`config.mk`:
```
export PLATFORM = sky130hd
export DESIGN_NAME = hatl_sequencer
export DESIGN_NICKNAME = d
export VERILOG_FILES = /design/src/rtl/core/hatl_pkg.sv /design/src/rtl/core/hatl_sequencer.sv
export SDC_FILE = /design/constraint.sdc
export NUM_CORES = 1
export LEC_CHECK = 0
export BUFFER_PORTS_ARGS = -buffer_cell sky130_fd_sc_hd__buf_2
export CAP_MARGIN = 20
export CORE_AREA = 2 2 39 41
export DETAILED_ROUTE_END_ITERATION = 8
export DIE_AREA = 0 0 41 43
export PLACE_DENSITY = 0.55
export SYNTH_ARGS = -nofsm -noshare
export SYNTH_HDL_FRONTEND = slang
export SYNTH_SLANG_ARGS = --single-unit
```
`constraint.sdc`:
```
create_clock -name clk -period 2.15 [get_ports clk]
set_input_delay 0.215 -clock clk [delete_from_list [all_inputs] [get_ports clk]]
set_output_delay 0.215 -clock clk [all_outputs]
set_load 0.05 [all_outputs]
```
`src/rtl/core/hatl_pkg.sv`:
```
// ----------------------------------------------------------------------------
// hatl_pkg
// Types, codes and the control program shared by the heap tree LCA block.
// ----------------------------------------------------------------------------
package hatl_pkg;

  localparam int MAX_NODES_DEFAULT = 128;
  localparam int DATA_W = 32;

  localparam logic [1:0] KIND_APPEND = 2'd0;
  localparam logic [1:0] KIND_QUERY  = 2'd1;
  localparam logic [1:0] KIND_CLEAR  = 2'd2;

  typedef struct packed {
    logic [1:0]               kind;
    logic signed [DATA_W-1:0] node_value;
    logic signed [DATA_W-1:0] first_value;
    logic signed [DATA_W-1:0] second_value;
  } in_t;

  typedef struct packed {
    logic signed [DATA_W-1:0] ancestor_value;
    logic                     found;
    logic                     store_full;
  } out_t;

  localparam int PC_W = 3;

  typedef logic [PC_W-1:0] pc_t;

  localparam pc_t STEP_SCAN  = 3'd0;
  localparam pc_t STEP_CHECK = 3'd1;
  localparam pc_t STEP_CLIMB = 3'd2;
  localparam pc_t STEP_FETCH = 3'd3;
  localparam pc_t STEP_EMIT  = 3'd4;

  typedef enum logic [1:0] {
    COND_NONE      = 2'd0,
    COND_SCAN_MORE = 2'd1,
    COND_ABSENT    = 2'd2,
    COND_UNEQUAL   = 2'd3
  } cond_t;

  typedef struct packed {
    logic  scan;
    logic  climb;
    logic  fetch;
    logic  emit;
    cond_t cond;
    pc_t   target;
  } ctrl_t;

  typedef struct packed {
    logic scan_more;
    logic absent;
    logic unequal;
  } status_t;

  localparam ctrl_t CTRL_IDLE = '{scan: 1'b0, climb: 1'b0, fetch: 1'b0, emit: 1'b0,
                                  cond: COND_NONE, target: STEP_SCAN};

  function automatic ctrl_t ucode(input pc_t pc);
    ctrl_t w;
    w = CTRL_IDLE;
    case (pc)
      STEP_SCAN: begin
        w.scan   = 1'b1;
        w.cond   = COND_SCAN_MORE;
        w.target = STEP_SCAN;
      end
      STEP_CHECK: begin
        w.cond   = COND_ABSENT;
        w.target = STEP_EMIT;
      end
      STEP_CLIMB: begin
        w.climb  = 1'b1;
        w.cond   = COND_UNEQUAL;
        w.target = STEP_CLIMB;
      end
      STEP_FETCH: begin
        w.fetch = 1'b1;
      end
      STEP_EMIT: begin
        w.emit = 1'b1;
      end
      default: begin
        w.emit = 1'b1;
      end
    endcase
    return w;
  endfunction

endpackage

```
`src/rtl/core/hatl_sequencer.sv`:
```
// ----------------------------------------------------------------------------
// hatl_sequencer
// Step counter over the query program with conditional jumps.
// ----------------------------------------------------------------------------
module hatl_sequencer (
  input  logic              clk,
  input  logic              rst,
  input  logic              launch,
  input  hatl_pkg::status_t status,
  output hatl_pkg::ctrl_t   ctrl,
  output logic              active
);
  import hatl_pkg::*;

  pc_t   pc;
  pc_t   pc_next;
  ctrl_t word;
  logic  take;

  always_comb begin
    word = ucode(pc);
    case (word.cond)
      COND_NONE:      take = 1'b0;
      COND_SCAN_MORE: take = status.scan_more;
      COND_ABSENT:    take = status.absent;
      COND_UNEQUAL:   take = status.unequal;
      default:        take = 1'b0;
    endcase
    pc_next = take ? word.target : pc + pc_t'(1);
    ctrl    = active ? word : CTRL_IDLE;
  end

  always_ff @(posedge clk) begin
    if (rst) begin
      active <= 1'b0;
      pc     <= STEP_SCAN;
    end else if (launch) begin
      active <= 1'b1;
      pc     <= STEP_SCAN;
    end else if (active) begin
      if (word.emit) begin
        active <= 1'b0;
      end
      pc <= pc_next;
    end
  end

endmodule

```
# Yosys cells after proc, flatten, opt, wreduce, memory -nomap -nowiden
# Index checks and enable logic that the tools add are counted.
# Widths: inputs -> output; s select.
[totals]
out_inout_bits = 10
inputBits = 6
regBits = 4
[op_classes]
muxes = 11
eq_ne = 6
addsub = 1
n_reduce_logical = 4
[op_table]
columns = ["operator", "count"]
rows = [
  ["$pmux 5 s3", 1],
  ["$mux 9", 1],
  ["$mux 1", 7],
  ["$eq 3x2->1 const B", 2],
  ["$eq 2x2->1 const B", 2],
  ["$pmux 1 s4", 1],
  ["$reduce_or 4->1", 1],
  ["$add 3x1->3 const B", 1],
  ["$eq 3x1->1 const B", 1],
  ["$logic_not 3->1", 1],
  ["$mux 3", 1],
  ["$eq 2x1->1 const B", 1],
  ["$logic_not 2->1", 1],
  ["$reduce_or 2->1", 1],
]

# Depth between registers and ports, before layout
# Gate-level depths: netlist of the first run.
[logic_depth]
word_depth = 5
ltp_mapped = 6
mapped_depth_nobuf = 6

# Worst setup path after synthesis of the first run
# Ideal clock, no wire load.
[synth_timing]
kind = "reg-to-output"
from = "register active"
to = "output port ctrl[3] (netlist bit)"
arrival_time_ns = 2.129
path_stages_with_launch = 4
required_ns = 1.935
slack_ns = -0.194
path_cell_list = "dfxtp_1 > clkbuf_1 > inv_1 > nor3_1"
[synth_rtl]
columns = ["element", "line", "text"]
rows = [
  ["start, declared", "hatl_sequencer.sv:11", "output logic active"],
  ["start signal, assigned", "hatl_sequencer.sv:35", "active <= 1'b0;"],
  ["start signal, assigned", "hatl_sequencer.sv:38", "active <= 1'b1;"],
  ["start signal, assigned", "hatl_sequencer.sv:42", "active <= 1'b0;"],
  ["end, declared", "hatl_sequencer.sv:10", "output hatl_pkg::ctrl_t ctrl,"],
]

==> results of run 1 <==
-- metrics by stage --
step	instance area, um^2	power [uW]
detailed placement	448	165
CTS	470	262
global route	470	281
floorplan	374	147
global placement	448	164
finish	470	257
-- worst max-delay path, stage by stage (launching register included) --
cell and delay [ns]:
sky130_fd_sc_hd__dfxtp_1 0.48, sky130_fd_sc_hd__inv_1 0.16, sky130_fd_sc_hd__ha_1 0.29, sky130_fd_sc_hd__nor3_1 0.19, sky130_fd_sc_hd__o21bai_1 0.11, sky130_fd_sc_hd__nor2_1 0.10, sky130_fd_sc_hd__buf_2 0.26
-- area by class of cell --
cell class | instances | area [um^2] | area share (%)
well taps | 16 | 20.0 | 4.26
flip-flops and latches | 4 | 80.1 | 17.0
repair buffers | 14 | 70.1 | 14.9
inverters | 4 | 15.0 | 3.19
clock buffers | 3 | 22.5 | 4.79
multi-input cells | 34 | 263 | 55.9
-- path summary, 6_finish.rpt --
kind / depth (start not counted) / slack (ns) / endpoint
worst max register to register: 6 / 0.27 / pc[1]
worst min register to register: 2 / 0.58 / pc[1]
worst max-delay path: 6 / 0.12 / ctrl[5]
worst min-delay path: 2 / 0.17 / active
-- registers in the layout, indices dropped and copies added (netlist names) --
name and cells:
pc 3, active 1
-- where the power goes --
part / leakage, uW / internal [uW] / switching (uW)
logic: 0.000186 / 23.1 / 52.8
clock network: 0.0000138 / 62.5 / 31.5
registers: 0.0000328 / 78.4 / 8.91
-- cells by family after synthesis --
family	synth area share, %
buffers and inverters	8.36
adder cells (fa/ha/maj)	16.7
AND/OR/NAND/NOR	25.8
other	1.00
flip-flops	21.4
AO/OA/AOI/OAI	26.8
-- routing by layer --
metal  routed length [um]  share of wire [%]
met1                  352                 43
met4                    0                  0
met5                    0                  0
met2                  387                 47
met3                   80                9.7
-- cell usage in the layout (no fill, tap or decap) --
cell type and count:
sky130_fd_sc_hd__a2111oi_4 1, sky130_fd_sc_hd__a21o_1 1, sky130_fd_sc_hd__a21oi_1 1, sky130_fd_sc_hd__a31oi_1 2, sky130_fd_sc_hd__and2_1 1, sky130_fd_sc_hd__and3_1 4, sky130_fd_sc_hd__buf_2 14, sky130_fd_sc_hd__clkbuf_4 3
sky130_fd_sc_hd__conb_1 1, sky130_fd_sc_hd__dfxtp_1 4, sky130_fd_sc_hd__ha_1 5, sky130_fd_sc_hd__inv_1 4, sky130_fd_sc_hd__nand2b_1 1, sky130_fd_sc_hd__nor2_1 3, sky130_fd_sc_hd__nor2_2 1, sky130_fd_sc_hd__nor2b_2 1
sky130_fd_sc_hd__nor3_1 3, sky130_fd_sc_hd__o2111ai_1 1, sky130_fd_sc_hd__o21ai_0 2, sky130_fd_sc_hd__o21ai_1 1, sky130_fd_sc_hd__o21bai_1 2, sky130_fd_sc_hd__o41ai_1 1, sky130_fd_sc_hd__or3b_1 2
-- cells in the mapped netlist --
| cell | instances |
|---|---|
| sky130_fd_sc_hd__a21o_1 | 1 |
| sky130_fd_sc_hd__o2111ai_1 | 1 |
| sky130_fd_sc_hd__inv_1 | 4 |
| sky130_fd_sc_hd__ha_1 | 5 |
| sky130_fd_sc_hd__o21ai_1 | 1 |
| sky130_fd_sc_hd__o21ai_0 | 2 |
| sky130_fd_sc_hd__and3_1 | 4 |
| sky130_fd_sc_hd__and2_1 | 1 |
| sky130_fd_sc_hd__a31oi_1 | 2 |
| sky130_fd_sc_hd__nor2_2 | 1 |
| sky130_fd_sc_hd__clkbuf_1 | 1 |
| sky130_fd_sc_hd__dfxtp_1 | 4 |
| sky130_fd_sc_hd__a2111oi_4 | 1 |
| sky130_fd_sc_hd__buf_4 | 1 |
| sky130_fd_sc_hd__nor3_1 | 3 |
| sky130_fd_sc_hd__or3b_1 | 2 |
| sky130_fd_sc_hd__a21oi_1 | 1 |
| sky130_fd_sc_hd__o41ai_1 | 1 |
| sky130_fd_sc_hd__o21bai_1 | 2 |
| sky130_fd_sc_hd__nor2_1 | 3 |
| sky130_fd_sc_hd__conb_1 | 1 |
| sky130_fd_sc_hd__nor2b_2 | 1 |
| sky130_fd_sc_hd__clkbuf_2 | 1 |
| sky130_fd_sc_hd__nand2b_1 | 1 |
==> report_table.html, run 1 <==
<table>
<tr><th>Metric</th><th>Value</th></tr>
<tr><th colspan="2">CTS</th></tr>
<tr><td>Post-CTS Hold Buffers</td><td>0</td></tr>
<tr><td>Number of sinks driven by the clock tree</td><td>4</td></tr>
<tr><td>Cts bufs inserted</td><td>3</td></tr>
<tr><td>Post-CTS Setup Bufs</td><td>0</td></tr>
<tr><td>Max H-tree Level</td><td>1</td></tr>
<tr><td>Clk pin slew, worst setup/hold paths</td><td>0.04 ns</td></tr>
<tr><td>TritonCTS clock tree</td><td>done</td></tr>
<tr><td>Clock insertion delay at the later pin of the skew report</td><td>0.24 ns</td></tr>
<tr><td>Buffer depth of the longest clock path</td><td>2</td></tr>
<tr><td>CTS Root Buffer Type</td><td>sky130_fd_sc_hd__clkbuf_4</td></tr>
<tr><td>Resize count post-CTS</td><td>0</td></tr>
<tr><th colspan="2">Detailed routing</th></tr>
<tr><td>Routed via count</td><td>370</td></tr>
<tr><td>Wire length per cell</td><td>around 11 um</td></tr>
<tr><td>Via density per instance</td><td>just under 5</td></tr>
<tr><td>Number of nets with antenna violations after detailed routing</td><td>0</td></tr>
<tr><td>Drt initial violations</td><td>3</td></tr>
<tr><td>Routed wire length</td><td>821 um</td></tr>
<tr><td>DRC violation count after routing</td><td>0</td></tr>
<tr><td>Count of TritonRoute iterations in the first routing pass</td><td>4</td></tr>
<tr><th colspan="2">Setup path</th></tr>
<tr><td>Worst setup path category</td><td>reg2out</td></tr>
<tr><td>Endpoint required time on the critical path</td><td>1.93 ns</td></tr>
<tr><td>Category of the worst setup path launch point</td><td>register</td></tr>
<tr><td>Startpoint of the worst setup timing path</td><td>pc[0]</td></tr>
<tr><td>Crit Path Max Fanout</td><td>7</td></tr>
<tr><td>Endpoint arrival time on the critical path</td><td>1.82 ns</td></tr>
<tr><td>Source of the worst register-to-register timing path</td><td>pc[0]</td></tr>
<tr><td>Endpoint kind of the worst setup timing path</td><td>primary output</td></tr>
<tr><th colspan="2">Place</th></tr>
<tr><td>Count of buffers from port buffering</td><td>14</td></tr>
<tr><td>Routability-driven placement congestion ratio</td><td>0.808</td></tr>
<tr><td>Minimum setup slack after placement</td><td>0.293 ns</td></tr>
<tr><td>Count of placed standard cells including taps</td><td>72</td></tr>
<tr><td>Total half-perimeter wirelength after legalization and detailed placement</td><td>635 um</td></tr>
<tr><th colspan="2">STA</th></tr>
<tr><td>RSZ-0062 raised after global routing</td><td>false</td></tr>
<tr><td>Min Hold Slack</td><td>0.170 ns</td></tr>
<tr><td>Fmax achieved</td><td>492 MHz</td></tr>
<tr><td>Period utilisation layout</td><td>~94%</td></tr>
<tr><td>Setup total negative slack</td><td>0 ns</td></tr>
<tr><td>Hold Vio Cnt, Final</td><td>0</td></tr>
<tr><td>Time the worst path needs with I/O delays and setup</td><td>2.03 ns</td></tr>
<tr><td>Clock skew after layout</td><td>0.00489 ns</td></tr>
<tr><td>Final setup viols</td><td>0</td></tr>
<tr><td>Max-slew violation total from the final report</td><td>0</td></tr>
<tr><td>PnR worst setup slack</td><td>0.119 ns</td></tr>
<tr><th colspan="2">Layout</th></tr>
<tr><td>Filler-free cell count of the finished design</td><td>75</td></tr>
<tr><td>Syn-to-layout area delta</td><td>25.8%</td></tr>
<tr><td>Fillcell total</td><td>156</td></tr>
<tr><td>Net total in the final layout</td><td>72</td></tr>
<tr><td>Final core utilization</td><td>between 30% and 40%</td></tr>
<tr><td>Count of inserted antenna diode cells</td><td>0</td></tr>
<tr><td>Share of post-route cells with drive strength above 1</td><td>33.9%</td></tr>
<tr><th colspan="2">Logic synthesis</th></tr>
<tr><td>Top post-synthesis cells by area</td><td>sky130_fd_sc_hd__dfxtp_1 (21%), sky130_fd_sc_hd__ha_1 (17%), sky130_fd_sc_hd__a2111oi_4 (7.4%)</td></tr>
<tr><td>Top cell type by total area after synthesis</td><td>sky130_fd_sc_hd__dfxtp_1</td></tr>
<tr><td>Net count after synthesis</td><td>56</td></tr>
<tr><td>Number of warnings issued by yosys</td><td>0</td></tr>
<tr><td>Yosys top cell area share</td><td>21.4%</td></tr>
<tr><td>Syn Inst Count</td><td>45</td></tr>
<tr><td>Synth Register Bits</td><td>4</td></tr>
<tr><td>Netlist area before placement</td><td>roughly 370 um^2</td></tr>
<tr><td>Post-Syn Area per Cell</td><td>between 8 and 9 um^2</td></tr>
<tr><td>Seq/Total Area, Yosys</td><td>21.4%</td></tr>
<tr><td>Count of different cell masters after synthesis</td><td>24</td></tr>
<tr><th colspan="2">Global routing</th></tr>
<tr><td>Via count of the first global-routing pass</td><td>roughly 280</td></tr>
<tr><td>Met1 Use GR</td><td>13.5%</td></tr>
<tr><td>Routing usage on met3</td><td>9.42%</td></tr>
<tr><td>Most used routing layer</td><td>met1</td></tr>
<tr><td>Global-route wire length before repair</td><td>1230 um</td></tr>
<tr><td>Largest net degree at the start of global routing</td><td>15</td></tr>
<tr><td>Met2 capacity usage during global routing</td><td>between 10% and 20%</td></tr>
<tr><td>Total track usage</td><td>11.5%</td></tr>
<tr><td>Remaining global-route overflow</td><td>0</td></tr>
<tr><td>Number of antenna violations at the first check in global routing</td><td>0</td></tr>
<tr><th colspan="2">Die</th></tr>
<tr><td>Core box area</td><td>1380 um^2</td></tr>
<tr><td>Height of the die</td><td>43 um</td></tr>
<tr><td>Starting density of the core</td><td>27.0%</td></tr>
<tr><td>Number of core rows</td><td>14</td></tr>
<tr><td>Floorplan die width</td><td>41 um</td></tr>
<tr><td>Area of the die</td><td>1760 um^2</td></tr>
<tr><td>Number of top-level pins</td><td>16</td></tr>
<tr><th colspan="2">Outcome</th></tr>
<tr><td>Result of the run</td><td>complete, no violations</td></tr>
<tr><th colspan="2">Power and ir drop</th></tr>
<tr><td>Leakage dissipation</td><td>roughly 0.00023 uW</td></tr>
<tr><td>Worst supply voltage drop on vdd</td><td>0.262 mV</td></tr>
<tr><td>Power Density</td><td>approximately 550 nW/um^2</td></tr>
<tr><th colspan="2">Worst hold path</th></tr>
<tr><td>Start point of the worst hold path</td><td>rst</td></tr>
<tr><td>Worst hold path type</td><td>in2reg</td></tr>
<tr><th colspan="2">Flow run</th></tr>
<tr><td>Max-cap check violation count</td><td>0</td></tr>
</table>
Power figures use the tool's default switching activity.
==> run 2: changes to the inputs <==
Settings changed: CTS_CLUSTER_SIZE set to 16, REMOVE_ABC_BUFFERS set to 1.
==> run 2 against run 1 <==
Net effect:
- clock skew shrank 0.0047 ns
- highest routed layer unchanged
- critical path type unchanged
- power shrank 2.7%
- global-route usage shrank 1.6 points
- non-clock buffer count stayed put
==> report_table.html, run 2 (synthesis gave the netlist of run 1 again) <==
<table>
<tr><th>Metric</th><th>Value</th></tr>
<tr><th colspan="2">Outcome</th></tr>
<tr><td>Result of the run</td><td>complete, no violations</td></tr>
<tr><th colspan="2">CTS</th></tr>
<tr><td>Clk pin slew, worst setup/hold paths</td><td>0.03 ns (about the same)</td></tr>
<tr><td>TritonCTS clock tree</td><td>done</td></tr>
<tr><td>CTS Root Buffer Type</td><td>sky130_fd_sc_hd__clkbuf_4</td></tr>
<tr><td>Cts bufs inserted</td><td>3 (unchanged)</td></tr>
<tr><td>Post-CTS Hold Buffers</td><td>0 (unchanged)</td></tr>
<tr><td>Max H-tree Level</td><td>1 (unchanged)</td></tr>
<tr><td>Clock insertion delay at the later pin of the skew report</td><td>0.23 ns (about the same)</td></tr>
<tr><td>Buffer depth of the longest clock path</td><td>2 (unchanged)</td></tr>
<tr><td>Number of sinks driven by the clock tree</td><td>4 (unchanged)</td></tr>
<tr><th colspan="2">Setup path</th></tr>
<tr><td>Worst setup path category</td><td>reg2out</td></tr>
<tr><td>Endpoint required time on the critical path</td><td>1.93 ns (about the same)</td></tr>
<tr><td>Endpoint kind of the worst setup timing path</td><td>primary output</td></tr>
<tr><td>Endpoint arrival time on the critical path</td><td>1.69 ns (-0.13 ns)</td></tr>
<tr><td>Crit Path Max Fanout</td><td>7 (unchanged)</td></tr>
<tr><td>Category of the worst setup path launch point</td><td>register</td></tr>
<tr><th colspan="2">Detailed routing</th></tr>
<tr><td>Via density per instance</td><td>4.72 (-4.3%)</td></tr>
<tr><td>Count of TritonRoute iterations in the first routing pass</td><td>4 (unchanged)</td></tr>
<tr><td>DRC violation count after routing</td><td>0 (unchanged)</td></tr>
<tr><td>Drt initial violations</td><td>6 (+3)</td></tr>
<tr><td>Routed via count</td><td>354 (-4.3%)</td></tr>
<tr><td>Number of nets with antenna violations after detailed routing</td><td>0 (unchanged)</td></tr>
<tr><td>Wire length per cell</td><td>10.1 um (-7.4%)</td></tr>
<tr><td>Routed wire length</td><td>760 um (-7.4%)</td></tr>
<tr><th colspan="2">Place</th></tr>
<tr><td>Area of placed instances</td><td>448 um^2 (unchanged)</td></tr>
<tr><td>Routability-driven placement congestion ratio</td><td>0.718 (-11%)</td></tr>
<tr><td>Count of buffers from port buffering</td><td>14 (unchanged)</td></tr>
<tr><td>Total half-perimeter wirelength after legalization and detailed placement</td><td>625 um (-1.5%)</td></tr>
<tr><td>Minimum setup slack after placement</td><td>0.300 ns (+0.00731 ns)</td></tr>
<tr><th colspan="2">Global routing</th></tr>
<tr><td>Total track usage</td><td>9.95% (-1.6 points)</td></tr>
<tr><td>Number of antenna violations at the first check in global routing</td><td>0 (unchanged)</td></tr>
<tr><td>Remaining global-route overflow</td><td>0 (unchanged)</td></tr>
<tr><td>Global-route wire length before repair</td><td>1210 um (-1.1%)</td></tr>
<tr><td>Largest net degree at the start of global routing</td><td>15 (unchanged)</td></tr>
<tr><td>Via count of the first global-routing pass</td><td>297 (+4.9%)</td></tr>
<tr><th colspan="2">Layout</th></tr>
<tr><td>Share of post-route cells with drive strength above 1</td><td>35.6% (+1.7 points)</td></tr>
<tr><td>Syn-to-layout area delta</td><td>26.1%</td></tr>
<tr><td>Register with the most flip-flops</td><td>pc</td></tr>
<tr><td>Sequential cell area</td><td>81.3 um^2 (+1.6%)</td></tr>
<tr><td>Leading cell types in the layout, fill and taps excluded</td><td>sky130_fd_sc_hd__buf_2 (14), sky130_fd_sc_hd__ha_1 (5), sky130_fd_sc_hd__inv_1 (4), sky130_fd_sc_hd__and3_1 (4)</td></tr>
<tr><td>Multi-input combinational cell area</td><td>263 um^2 (unchanged)</td></tr>
<tr><td>Final design area excluding fillers</td><td>472 um^2 (+0.27%)</td></tr>
<tr><td>Count of inserted antenna diode cells</td><td>0 (unchanged)</td></tr>
<tr><td>Most common cell after layout, fill and taps aside</td><td>sky130_fd_sc_hd__buf_2</td></tr>
<tr><td>Net total in the final layout</td><td>72 (unchanged)</td></tr>
<tr><td>Final core utilization</td><td>34.1% (+0.090 points)</td></tr>
<tr><td>Registers with the highest flip-flop counts</td><td>pc x3, active x1</td></tr>
<tr><td>Fillcell total</td><td>152 (-2.6%)</td></tr>
<tr><td>Number of flip-flops in the largest register</td><td>3 (unchanged)</td></tr>
<tr><th colspan="2">Power and ir drop</th></tr>
<tr><td>Power Density</td><td>531 nW/um^2 (-2.9%)</td></tr>
<tr><td>Worst supply voltage drop on vdd</td><td>0.359 mV (+37%)</td></tr>
<tr><td>Leakage dissipation</td><td>0.000233 uW (+0.20%)</td></tr>
<tr><td>Overall power consumption</td><td>250 uW (-2.7%)</td></tr>
<tr><th colspan="2">Die</th></tr>
<tr><td>Height of the die</td><td>43 um (unchanged)</td></tr>
<tr><td>Core box area</td><td>1380 um^2 (unchanged)</td></tr>
<tr><td>Area of the die</td><td>1760 um^2 (unchanged)</td></tr>
<tr><td>Starting density of the core</td><td>27.0% (unchanged)</td></tr>
<tr><td>Number of core rows</td><td>14 (unchanged)</td></tr>
<tr><td>Floorplan die width</td><td>41 um (unchanged)</td></tr>
<tr><td>Number of top-level pins</td><td>16 (unchanged)</td></tr>
<tr><th colspan="2">Worst hold path</th></tr>
<tr><td>Worst hold path type</td><td>in2reg</td></tr>
<tr><th colspan="2">STA</th></tr>
<tr><td>Final setup viols</td><td>0 (unchanged)</td></tr>
<tr><td>Period utilisation layout</td><td>88.8% (-5.6 points)</td></tr>
<tr><td>Time the worst path needs with I/O delays and setup</td><td>1.91 ns (-0.121 ns)</td></tr>
<tr><td>Fmax achieved</td><td>524 MHz (+6.4%)</td></tr>
<tr><td>Max-slew violation total from the final report</td><td>0 (unchanged)</td></tr>
<tr><td>Clock skew after layout</td><td>0.000196 ns (-0.00469 ns)</td></tr>
<tr><td>RSZ-0062 raised after global routing</td><td>false</td></tr>
<tr><td>PnR worst setup slack</td><td>0.240 ns (+0.121 ns)</td></tr>
<tr><td>Setup total negative slack</td><td>0 ns (unchanged)</td></tr>
<tr><td>Hold Vio Cnt, Final</td><td>0 (unchanged)</td></tr>
<tr><th colspan="2">Flow run</th></tr>
<tr><td>Max-cap check violation count</td><td>0 (unchanged)</td></tr>
</table>
## run 2: path summary, 6_finish.rpt
kind	from	endpoint	slack [ns]	cells after the start
max	pc[0]	ctrl[5]	0.24	6
min	rst	active	0.18	2
max reg2reg	pc[0]	pc[1]	0.43	6
min reg2reg	pc[1]	pc[1]	0.58	2
## run 2: cell type report
class	count	share of cell area, %
sequential	4	17.2
tap	16	4.24
inverter	4	3.18
clock buffer	3	4.77
timing repair buffer	14	14.9
multi-input combinational	34	55.7
## run 2: critical path: stages (launching register included)
cell and delay (ns):
sky130_fd_sc_hd__dfxtp_2 0.41, sky130_fd_sc_hd__inv_1 0.12, sky130_fd_sc_hd__ha_1 0.26, sky130_fd_sc_hd__nor3_1 0.20
sky130_fd_sc_hd__o21bai_1 0.12, sky130_fd_sc_hd__nor2_1 0.09, sky130_fd_sc_hd__buf_2 0.26
## run 2: power breakdown
part | switching (uW) | leakage (uW) | internal [uW]
logic | 52.6 | 0.000186 | 23.0
registers | 8.66 | 0.0000332 | 78.6
clock network | 25.4 | 0.0000138 | 62.1
## run 2: what timing repair did
item                       4_1_cts  5_1_grt
hold endpoints to repair         0        0
setup endpoints to repair        0        1
setup buffers                    0        0
gates resized for setup          0        1
## run 2: metal layers
layer | vias up | part of all wire [%] | GRT usage (%)
met5 | - | 0 | 0
met4 | 0 | 0 | 2.00
met3 | 0 | 13 | 4.71
met2 | 18 | 38 | 13.1
met1 | 148 | 49 | 14.5
li1 | 188 | - | -
## run 2: stage by stage
step                hold slack, ns  instances
global placement             0.408         72
detailed placement           0.411         72
CTS                          0.174         75
floorplan                    0.287         42
finish                       0.178         75
global route                 0.180         75
==> run 3: changes to the inputs <==
==> constraint.sdc (replaced) <==
create_clock -name clk -period 2.15 [get_ports clk]
set_input_delay 0.1075 -clock clk [delete_from_list [all_inputs] [get_ports clk]]
set_output_delay 0.1075 -clock clk [all_outputs]
set_load 0.05 [all_outputs]
==> run 3 against run 2 <==
Net effect:
- global-route usage unchanged
- via count stayed put
- first-iteration DRC count unchanged
==> report_table.html, run 3 (synthesis gave the netlist of run 1 again) <==
<table>
<tr><th>Metric</th><th>Value</th></tr>
<tr><th colspan="2">Die</th></tr>
<tr><td>Floorplan die width</td><td>41 um (unchanged)</td></tr>
<tr><td>Height of the die</td><td>43 um (unchanged)</td></tr>
<tr><td>Number of top-level pins</td><td>16 (unchanged)</td></tr>
<tr><td>Core box area</td><td>1380 um^2 (unchanged)</td></tr>
<tr><td>Area of the die</td><td>1760 um^2 (unchanged)</td></tr>
<tr><td>Number of core rows</td><td>14 (unchanged)</td></tr>
<tr><td>Starting density of the core</td><td>27.0% (unchanged)</td></tr>
<tr><th colspan="2">CTS</th></tr>
<tr><td>Max H-tree Level</td><td>1 (unchanged)</td></tr>
<tr><td>Post-CTS Hold Buffers</td><td>0 (unchanged)</td></tr>
<tr><td>Clk pin slew, worst setup/hold paths</td><td>0.03 ns (about the same)</td></tr>
<tr><td>Number of sinks driven by the clock tree</td><td>4 (unchanged)</td></tr>
<tr><td>CTS Root Buffer Type</td><td>sky130_fd_sc_hd__clkbuf_4</td></tr>
<tr><td>Clock insertion delay at the later pin of the skew report</td><td>0.23 ns (about the same)</td></tr>
<tr><td>TritonCTS clock tree</td><td>done</td></tr>
<tr><td>Cts bufs inserted</td><td>3 (unchanged)</td></tr>
<tr><td>Buffer depth of the longest clock path</td><td>2 (unchanged)</td></tr>
<tr><td>Resize count post-CTS</td><td>0 (unchanged)</td></tr>
<tr><td>Post-CTS Setup Bufs</td><td>0 (unchanged)</td></tr>
<tr><th colspan="2">Setup path</th></tr>
<tr><td>Critical-path cell list</td><td>inv_1, ha_1, nor3_1, o21bai_1, nor2_1, buf_2</td></tr>
<tr><td>Category of the worst setup path launch point</td><td>register</td></tr>
<tr><td>Endpoint kind of the worst setup timing path</td><td>primary output</td></tr>
<tr><td>Cell with the largest stage delay on the worst path</td><td>sky130_fd_sc_hd__dfxtp_1</td></tr>
<tr><td>Worst setup path category</td><td>reg2out</td></tr>
<tr><td>Crit Path Max Fanout</td><td>7 (unchanged)</td></tr>
<tr><td>Endpoint required time on the critical path</td><td>2.04 ns (+0.11 ns)</td></tr>
<tr><td>Endpoint arrival time on the critical path</td><td>1.82 ns (+0.13 ns)</td></tr>
<tr><td>Number of cells traversed by the worst register-to-register path</td><td>6 (unchanged)</td></tr>
<tr><td>Peak per-stage delay on the critical path</td><td>0.49 ns (+0.08 ns)</td></tr>
<tr><th colspan="2">Power and ir drop</th></tr>
<tr><td>Proportion of total power due to net switching</td><td>34.6% (about the same)</td></tr>
<tr><td>Combinational cell fraction of total power</td><td>30.2% (about the same)</td></tr>
<tr><td>Leakage dissipation</td><td>0.000233 uW (-0.20%)</td></tr>
<tr><td>Power share of the sequential group</td><td>34.8% (about the same)</td></tr>
<tr><td>Fraction of power consumed by the clock network</td><td>34.9% (about the same)</td></tr>
<tr><td>Sw Pwr</td><td>86.5 uW (-0.16%)</td></tr>
<tr><td>Worst supply voltage drop on vdd</td><td>0.357 mV (-0.47%)</td></tr>
<tr><td>Internal Dissipation</td><td>164 uW (-0.11%)</td></tr>
<tr><td>Power Density</td><td>531 nW/um^2 (+0.14%)</td></tr>
<tr><th colspan="2">Detailed routing</th></tr>
<tr><td>Routed wire length</td><td>759 um (-0.13%)</td></tr>
<tr><td>Wire length per cell</td><td>10.1 um (-0.13%)</td></tr>
<tr><td>Number of nets with antenna violations after detailed routing</td><td>0 (unchanged)</td></tr>
<tr><td>Count of TritonRoute iterations in the first routing pass</td><td>4 (unchanged)</td></tr>
<tr><td>Routed via count</td><td>354 (unchanged)</td></tr>
<tr><td>DRC violation count after routing</td><td>0 (unchanged)</td></tr>
<tr><td>Drt initial violations</td><td>6 (unchanged)</td></tr>
<tr><td>Via density per instance</td><td>4.72 (unchanged)</td></tr>
<tr><th colspan="2">Global routing</th></tr>
<tr><td>Number of antenna violations at the first check in global routing</td><td>0 (unchanged)</td></tr>
<tr><td>Via count of the first global-routing pass</td><td>297 (unchanged)</td></tr>
<tr><td>Remaining global-route overflow</td><td>0 (unchanged)</td></tr>
<tr><td>Global-route wire length before repair</td><td>1210 um (unchanged)</td></tr>
<tr><td>Largest net degree at the start of global routing</td><td>15 (unchanged)</td></tr>
<tr><td>Total track usage</td><td>9.95% (unchanged)</td></tr>
<tr><th colspan="2">STA</th></tr>
<tr><td>Hold Vio Cnt, Final</td><td>0 (unchanged)</td></tr>
<tr><td>RSZ-0062 raised after global routing</td><td>false</td></tr>
<tr><td>Clock skew after layout</td><td>0.000428 ns (+0.000232 ns)</td></tr>
<tr><td>Time the worst path needs with I/O delays and setup</td><td>1.93 ns (+0.0214 ns)</td></tr>
<tr><td>Fmax achieved</td><td>518 MHz (-1.1%)</td></tr>
<tr><td>Setup total negative slack</td><td>0 ns (unchanged)</td></tr>
<tr><td>PnR worst setup slack</td><td>0.219 ns (-0.0214 ns)</td></tr>
<tr><td>Period utilisation layout</td><td>89.8% (+0.99 points)</td></tr>
<tr><td>Final setup viols</td><td>0 (unchanged)</td></tr>
<tr><td>Max-slew violation total from the final report</td><td>0 (unchanged)</td></tr>
<tr><th colspan="2">Layout</th></tr>
<tr><td>Most common cell after layout, fill and taps aside</td><td>sky130_fd_sc_hd__buf_2</td></tr>
<tr><td>Fillcell total</td><td>153 (+0.66%)</td></tr>
<tr><td>Syn-to-layout area delta</td><td>25.8%</td></tr>
<tr><td>Multi-input combinational cell area</td><td>263 um^2 (unchanged)</td></tr>
<tr><td>Share of post-route cells with drive strength above 1</td><td>33.9% (-1.7 points)</td></tr>
<tr><td>Count of inserted antenna diode cells</td><td>0 (unchanged)</td></tr>
<tr><td>Sequential cell area</td><td>80.1 um^2 (-1.5%)</td></tr>
<tr><td>Register with the most flip-flops</td><td>pc</td></tr>
<tr><td>Number of flip-flops in the largest register</td><td>3 (unchanged)</td></tr>
<tr><td>Leading cell types in the layout, fill and taps excluded</td><td>sky130_fd_sc_hd__buf_2 (14), sky130_fd_sc_hd__ha_1 (5), sky130_fd_sc_hd__inv_1 (4), sky130_fd_sc_hd__and3_1 (4), sky130_fd_sc_hd__dfxtp_1 (4)</td></tr>
<tr><td>Net total in the final layout</td><td>72 (unchanged)</td></tr>
<tr><td>Registers with the highest flip-flop counts</td><td>pc x3, active x1</td></tr>
<tr><th colspan="2">Outcome</th></tr>
<tr><td>Result of the run</td><td>complete, no violations</td></tr>
<tr><th colspan="2">Place</th></tr>
<tr><td>Routability-driven placement congestion ratio</td><td>0.718 (unchanged)</td></tr>
<tr><td>Total half-perimeter wirelength after legalization and detailed placement</td><td>625 um (unchanged)</td></tr>
<tr><td>Count of buffers from port buffering</td><td>14 (unchanged)</td></tr>
<tr><td>Minimum setup slack after placement</td><td>0.300 ns (unchanged)</td></tr>
<tr><th colspan="2">Flow run</th></tr>
<tr><td>Max-cap check violation count</td><td>0 (unchanged)</td></tr>
<tr><th colspan="2">Worst hold path</th></tr>
<tr><td>Number of instances on the worst hold path</td><td>2 (unchanged)</td></tr>
<tr><td>Worst hold path type</td><td>in2reg</td></tr>
</table>
==> run 3: per-stage QoR <==
step | cells | hold WS [ns] | area (um^2) | utilization, % | power, uW
3_5_place_dp | 72 | 0.304 | 448 | 32.4 | 164
3_3_place_gp | 72 | 0.301 | 448 | 32.4 | 164
6_report | 75 | 0.0704 | 470 | 34.0 | 250
2_1_floorplan | 42 | 0.180 | 358 | - | 144
5_1_grt | 75 | 0.0725 | 470 | 34.0 | 269
4_1_cts | 75 | 0.0665 | 470 | 34.0 | 256
==> run 3: worst paths after layout <==
check,slack [ns],startpoint,endpoint
max,0.22,pc[0],ctrl[5]
min,0.07,rst,active
max reg2reg,0.29,pc[0],pc[1]
min reg2reg,0.58,pc[1],pc[1]
==> run 3: final cells by class <==
class                      count  area share, %
multi-input combinational     34           55.9
inverter                       4           3.19
clock buffer                   3           4.79
sequential                     4           17.0
tap                           16           4.26
timing repair buffer          14           14.9
==> run 3: worst max-delay path: cells and delay by family (launching register included) <==
| family | cells | cell delay (ns) |
|---|---|---|
| simple gates | 2 | 0.29 |
| fa+ha+maj | 1 | 0.28 |
| flops | 1 | 0.49 |
| compound gates | 1 | 0.12 |
| buf+inv | 2 | 0.41 |
==> run 3: per-layer routing <==
layer | GRT usage (%) | up-vias | wire length [um]
met1 | 14.5 | 148 | 369
met5 | 0 | - | 0
li1 | - | 188 | -
met2 | 13.1 | 18 | 290
met4 | 2.00 | 0 | 0
met3 | 4.71 | 0 | 99
==> run 3: power groups by stage <==
stage | combinational (uW) | clock [uW] | sequential [uW]
floorplan | 53.1 | 0 | 91.2
global placement | 75.6 | 0 | 88.4
detailed placement | 75.9 | 0 | 88.3
CTS | 76.2 | 93.0 | 87.2
global route | 82.1 | 98.9 | 88.3
finish | 75.6 | 87.3 | 87.1
